$ cat config.mk
export PLATFORM = sky130hd
export DESIGN_NAME = npcs_cell
export DESIGN_NICKNAME = d
export VERILOG_FILES = /design/src/design/npcs_pkg.sv /design/src/design/npcs_cell.sv
export VERILOG_INCLUDE_DIRS = /design/src /design/src/design
export SDC_FILE = /design/constraint.sdc
export NUM_CORES = 1
export LEC_CHECK = 0
export ABC_AREA = 1
export BUFFER_PORTS_ARGS = -buffer_cell sky130_fd_sc_hd__buf_4
export CORE_ASPECT_RATIO = 1.1
export CORE_MARGIN = 2
export CORE_UTILIZATION = 55
export CTS_BUF_LIST = sky130_fd_sc_hd__clkbuf_16
export DETAILED_ROUTE_END_ITERATION = 10
export MAX_ROUTING_LAYER = met4
export PLACE_DENSITY = 0.75
export SKIP_CTS_REPAIR_TIMING = 1
export SYNTH_ARGS = -nofsm -noshare
export SYNTH_HDL_FRONTEND = slang
export SYNTH_SLANG_ARGS = --single-unit
$ cat constraint.sdc
create_clock -name clk_i -period 8.16 [get_ports clk_i]
set_input_delay 2.448 -clock clk_i [delete_from_list [all_inputs] [get_ports clk_i]]
set_output_delay 2.448 -clock clk_i [all_outputs]
set_load 0.05 [all_outputs]
$ cat src/design/nearest_palette_color_search_unit_defines.svh
// Assertion macros shared by the palette search RTL.
// AST_HOLDS checks a same-cycle implication, AST_NEXT a next-cycle one.
`ifndef NEAREST_PALETTE_COLOR_SEARCH_UNIT_DEFINES_SVH
`define NEAREST_PALETTE_COLOR_SEARCH_UNIT_DEFINES_SVH

`ifndef SYNTHESIS

`define AST_HOLDS(label, clk, rstn, ante, cons) \
  label: assert property (@(posedge clk) disable iff (!rstn) (ante) |-> (cons)) \
    else $error("assertion failed");

`define AST_NEXT(label, clk, rstn, ante, cons) \
  label: assert property (@(posedge clk) disable iff (!rstn) (ante) |=> (cons)) \
    else $error("assertion failed");

`else

`define AST_HOLDS(label, clk, rstn, ante, cons)

`define AST_NEXT(label, clk, rstn, ante, cons)

`endif

`endif

$ cat src/design/npcs_pkg.sv
package npcs_pkg;

  localparam int PaletteEntriesDef = 256;
  localparam int IndexW = 8;
  localparam int CompW  = 8;
  localparam int QueryW = 15;
  localparam int DistW  = 18;
  localparam int DistMax = 190512;

  localparam logic [QueryW-1:0] RedMask   = 15'h001F;
  localparam logic [QueryW-1:0] GreenMask = 15'h03E0;
  localparam logic [QueryW-1:0] BlueMask  = 15'h7C00;

  typedef enum logic {
    OP_LOAD  = 1'b0,
    OP_QUERY = 1'b1
  } op_e;

  // One word travelling down the cell chain. For a load, index and the
  // components are the entry to write; for a query, the components are the
  // widened color and index/distance the best match so far.
  typedef struct packed {
    op_e               op;
    logic [IndexW-1:0] index;
    logic [CompW-1:0]  red;
    logic [CompW-1:0]  green;
    logic [CompW-1:0]  blue;
    logic [DistW-1:0]  distance;
  } chain_word_t;

  function automatic logic [CompW-1:0] widen5(input logic [4:0] c);
    widen5 = {c, 3'b100};
  endfunction

  function automatic logic [2*CompW-1:0] sq_diff(input logic [CompW-1:0] a,
                                                 input logic [CompW-1:0] b);
    logic [CompW-1:0] d;
    d = (a >= b) ? (a - b) : (b - a);
    sq_diff = d * d;
  endfunction

endpackage

$ cat src/design/npcs_cell.sv
`include "nearest_palette_color_search_unit_defines.svh"

module npcs_cell #(
  parameter int CELL_IDX = 0
) (
  input  logic                 clk_i,
  input  logic                 rst_ni,
  input  logic                 adv_i,
  input  logic                 vld_i,
  input  npcs_pkg::chain_word_t word_i,
  output logic                 vld_o,
  output npcs_pkg::chain_word_t word_o
);

  logic [npcs_pkg::CompW-1:0] ent_r_q, ent_g_q, ent_b_q;
  logic [npcs_pkg::DistW-1:0] cell_dist;
  logic                       hit_load;
  logic                       take;
  logic                       vld_q;
  npcs_pkg::chain_word_t      word_d, word_q;

  assign cell_dist = npcs_pkg::DistW'(npcs_pkg::sq_diff(word_i.red, ent_r_q))
                   + npcs_pkg::DistW'(npcs_pkg::sq_diff(word_i.green, ent_g_q))
                   + npcs_pkg::DistW'(npcs_pkg::sq_diff(word_i.blue, ent_b_q));

  assign hit_load = adv_i && vld_i && (word_i.op == npcs_pkg::OP_LOAD)
                 && (word_i.index == npcs_pkg::IndexW'(CELL_IDX));

  // Strict compare keeps the lower index on a tie.
  assign take = (word_i.op == npcs_pkg::OP_QUERY)
             && ((CELL_IDX == 0) || (cell_dist < word_i.distance));

  always_comb begin
    word_d = word_i;
    if (take) begin
      word_d.index    = npcs_pkg::IndexW'(CELL_IDX);
      word_d.distance = cell_dist;
    end
  end

  always_ff @(posedge clk_i) begin
    if (hit_load) begin
      ent_r_q <= word_i.red;
      ent_g_q <= word_i.green;
      ent_b_q <= word_i.blue;
    end
  end

  always_ff @(posedge clk_i) begin
    if (adv_i) begin
      word_q <= word_d;
    end
  end

  always_ff @(posedge clk_i or negedge rst_ni) begin
    if (!rst_ni) begin
      vld_q <= 1'b0;
    end else if (adv_i) begin
      vld_q <= vld_i;
    end
  end

  assign vld_o  = vld_q;
  assign word_o = word_q;

  `AST_HOLDS(a_best_idx_upto_cell, clk_i, rst_ni,
             vld_q && (word_q.op == npcs_pkg::OP_QUERY),
             word_q.index <= npcs_pkg::IndexW'(CELL_IDX))

  `AST_NEXT(a_dist_never_grows, clk_i, rst_ni,
            adv_i && vld_i && (word_i.op == npcs_pkg::OP_QUERY) && (CELL_IDX != 0),
            word_q.distance <= $past(word_i.distance))

endmodule

# == Word-level counts from Yosys, hierarchy flattened ==
# Cells that the tools add are included.
# totals
wordCells,33
out_inout_bits,52
register_bits,76
# op_classes
n_reduce_logical,4
order_cmp,3
n_mul,3
addsub,8
n_mux,4
bitwise,1
# op_table
cell,count
$mul A8 B8 Y16,3
$sub A8 B8 Y8,6
$ge A8 B8 Y1,3
$mux W8,3
$add A17 B16 Y18,1
$mux W18,1
$add A16 B16 Y17,1
$logic_not A8 Y1,1
$logic_and A1 B1 Y1,3
$not A1 Y1,1

# == Depth between registers and ports, before layout ==
# depth
word_depth,6
mapped_depth,37
ltp_nobuf,37

# == Worst setup path after synthesis ==
# Ideal clock, no wire load.
# synth_path
path_type,input port to flip-flop
startpoint,input port word_i[34] in the netlist's numbering
endpoint,"register word_q, in the netlist word_o[17] (data pin)"
stages,34
setup_time_ps,254
arrival_ps,8936
path_slack_ps,-1030
path_buffers,0
path_cell_list,inv_1 ha_1 inv_1 fa_1 nand3_2 nand3_2 o21ai_2 nand2_4 nand2_1 nand2_4 nor2_4 inv_1 fa_1 inv_1 fa_1 inv_1 fa_1 fa_1 inv_1 fa_1 inv_1 fa_1 fa_1 inv_1 ha_1 nand2_1 o21ai_0 nand2_1 nand2_1 nand2_1 nand2_1 nand2_1 nand3_1 nand2_1
# synth_rtl
item,line,rtl
"start, declared",npcs_cell.sv:10,"input npcs_pkg::chain_word_t word_i,"
"end signal, assigned",npcs_cell.sv:51,word_q <= word_d;
"end, declared",npcs_cell.sv:20,"npcs_pkg::chain_word_t word_d, word_q;"

==> impl_metrics.toml <==
[yosys]
syn_area_sq_mm = 0.0107
async_flop_share_pct = 1.32
syn_nets = 1544
ys_ff_latch = 76
yosysTopAreaCell = "fa_1"
syn_inst = 1227
synth_area_per_cell_sq_um = 8.72
synth_edf_count = 75
synth_top_area_share_pct = 25.8
synth.most_common_cell = "inv_1"
ys.flop_type = "edfxtp_1"
yosysWarnings = 0
netlist_top_cells_count = "inv_1 (310), nand2_1 (223), fa_1 (138)"
yosysSeqAreaShare_pct = 21.3
ys_types = 41
synthTopCellsByArea = "fa_1 (26%), edfxtp_1 (21%), ha_1 (14%)"

[critical_path]
worstSetupPathType = "primary input to flop"
cp_data_arrival_time_ns = 8.83
reg2reg_from = "ent_r_q[3]"
critPathMaxFanout = 6
crit_path_end_kind = "flop"
path_common_cell = "fa_1"
critPathSlowestCell = "fa_1"
crit_start = "word_i[36]"
max_stage_delay_ns = 0.55
start_kind = "primary input"
worst_ep_required_time_ns = 8.27

[placed_design]
gp_congestion = 0.969
place_area_sq_mm = 0.0133
port_buffers = 106
dp_hpwl_mm = 21.6

[cells_and_area]
final_area_sq_mm = 0.0140
syn2layout_area_growth_pct = 31.2
final_util_pct = 73.5
drive_gt1_share_pct = 33.0
layout.nets = 1834
num_antenna_cells = 0

[timing]
period_needed_ns = 8.72
rsz0062_at_grt = "yes"
drv_slew = 0
slew-limit-headroom_pct = 47.3
setup_violations = 13
timing.final.crit_share_pct = 107
hold_viol = 0
clock.fmax_mhz = 115
fin_ws_ns = -0.557
tightest_slew_ns = 0.790
fin_skew_ns = 0.00945

[global_routing]
track_usage_pct = 26.8
grt_pass1_wl_mm = 41.7
grt-ovfl-total = 0
grt_pass1_vias = 9301
grt_start_max_net_pins = 38
antenna_found_initial = 0

[run_status]
outcome = "finished, violations left"
violations = "setup timing"

[cts]
cts.path.max_buffers = 2
cts_buffers = 9
clk_pin_slew_worst_paths_ns = 0.07
tritoncts = "done"
clockRootBuffer = "clkbuf_16"
htree_num_levels = 3
clock_latency_ns = 0.36
clock_sinks = 76

[hold_path]
hold_path_class = "flop to flop"
hold_start = "vld_o"

[detailed_routing]
routed_wl_mm = 26.0
final_antenna_net_count = 0
route.detailed.drc = 0
drt_iter0_drc = 315
drtPass1Iterations = 5
vias_per_cell = 5.00
vias = 8844
wl_per_cell_um = 14.7

[die]
die-area_sq_mm = 0.0206
core_sq_mm = 0.0191
ios = 107
die_x_um = 137
start_util_pct = 56.0
rows = 53
die_h_um = 150

[job]
maxCapViolCount = 0
through the flow:
stage / hold slack, ns / setup slack, ns / std cells / TNS (ns)
detailed placement: 0.585 / -0.934 / 1741 / -11.04
CTS: 0.595 / -0.576 / 1757 / -6.20
global placement: 0.511 / -0.803 / 1741 / -9.48
finish: 0.579 / -0.557 / 1769 / -5.62
floorplan: 0.748 / -0.403 / 1227 / -3.93
global route: 0.637 / -0.777 / 1769 / -8.63
worst max-delay path: cells and delay by family:
kind	cells	cell delay (ns)
simple gates	12	1.10
buf+inv	8	0.61
fa+ha+maj	9	4.10
compound gates	3	0.57
final timing paths:
path | end | slack (ns) | depth (start not counted)
min | vld_o | 0.58 | 2
min in group asynchronous | vld_o | 1.86 | 1
max | word_o[14] | -0.56 | 32
min reg2reg | vld_o | 0.58 | 2
max in group asynchronous | vld_o | 6.22 | 1
max reg2reg | word_o[14] | 1.25 | 30
kinds of logic after synthesis:
kind of cell | after synthesis | synth area share [%]
XOR/XNOR | 30 | 2.46
buffers and inverters | 343 | 12.5
AND/OR/NAND/NOR | 431 | 18.7
adder cells (fa/ha/maj) | 262 | 40.3
AO/OA/AOI/OAI | 85 | 4.78
flip-flops | 76 | 21.3
layer usage:
layer | routed length, um | GRT usage, %
met2 | 14000 | 48.2
met5 | 0 | -
met4 | 866 | 10.3
met3 | 934 | 3.33
met1 | 10200 | 30.4
flip-flops by register name, indices dropped and copies added (netlist names):
signal and cells:
ent_r_q 8, word_o 51, ent_b_q 8, vld_o 1, ent_g_q 8
cell usage in the layout, fill, tap and decap left out, types with 4 or more instances in the layout:
cell       instances
inv_1            288
buf_4            288
nand2_1          192
fa_1             130
ha_1             106
nor2_1            82
edfxtp_1          75
nand2_2           37
nand3_1           34
inv_2             33
a21oi_1           27
nand2_4           27
xor2_1            16
nor2_2            16
o21ai_0           14
xnor2_1           11
nor2_4            11
ha_4              11
o21bai_1          10
nand3_2            9
clkbuf_16          9
nand4_1            8
fa_2               8
o21ai_1            7
ha_2               7
a21oi_2            6
o21a_1             5
inv_4              5
o21ai_4            4
a21o_1             4
nand3b_1           4
final cells by class:
type                       count  area (sq um)
multi-input combinational    810          7650
fill                        1410          5060
clock buffer                   9           225
timing repair buffer         291          2200
sequential                    76          2280
tap                          247           309
inverter                     329          1270
clock inverter                 7          98.8
Power is not shown: default switching activity piles up to over one toggle a cycle in this logic, so the estimate is an artifact.
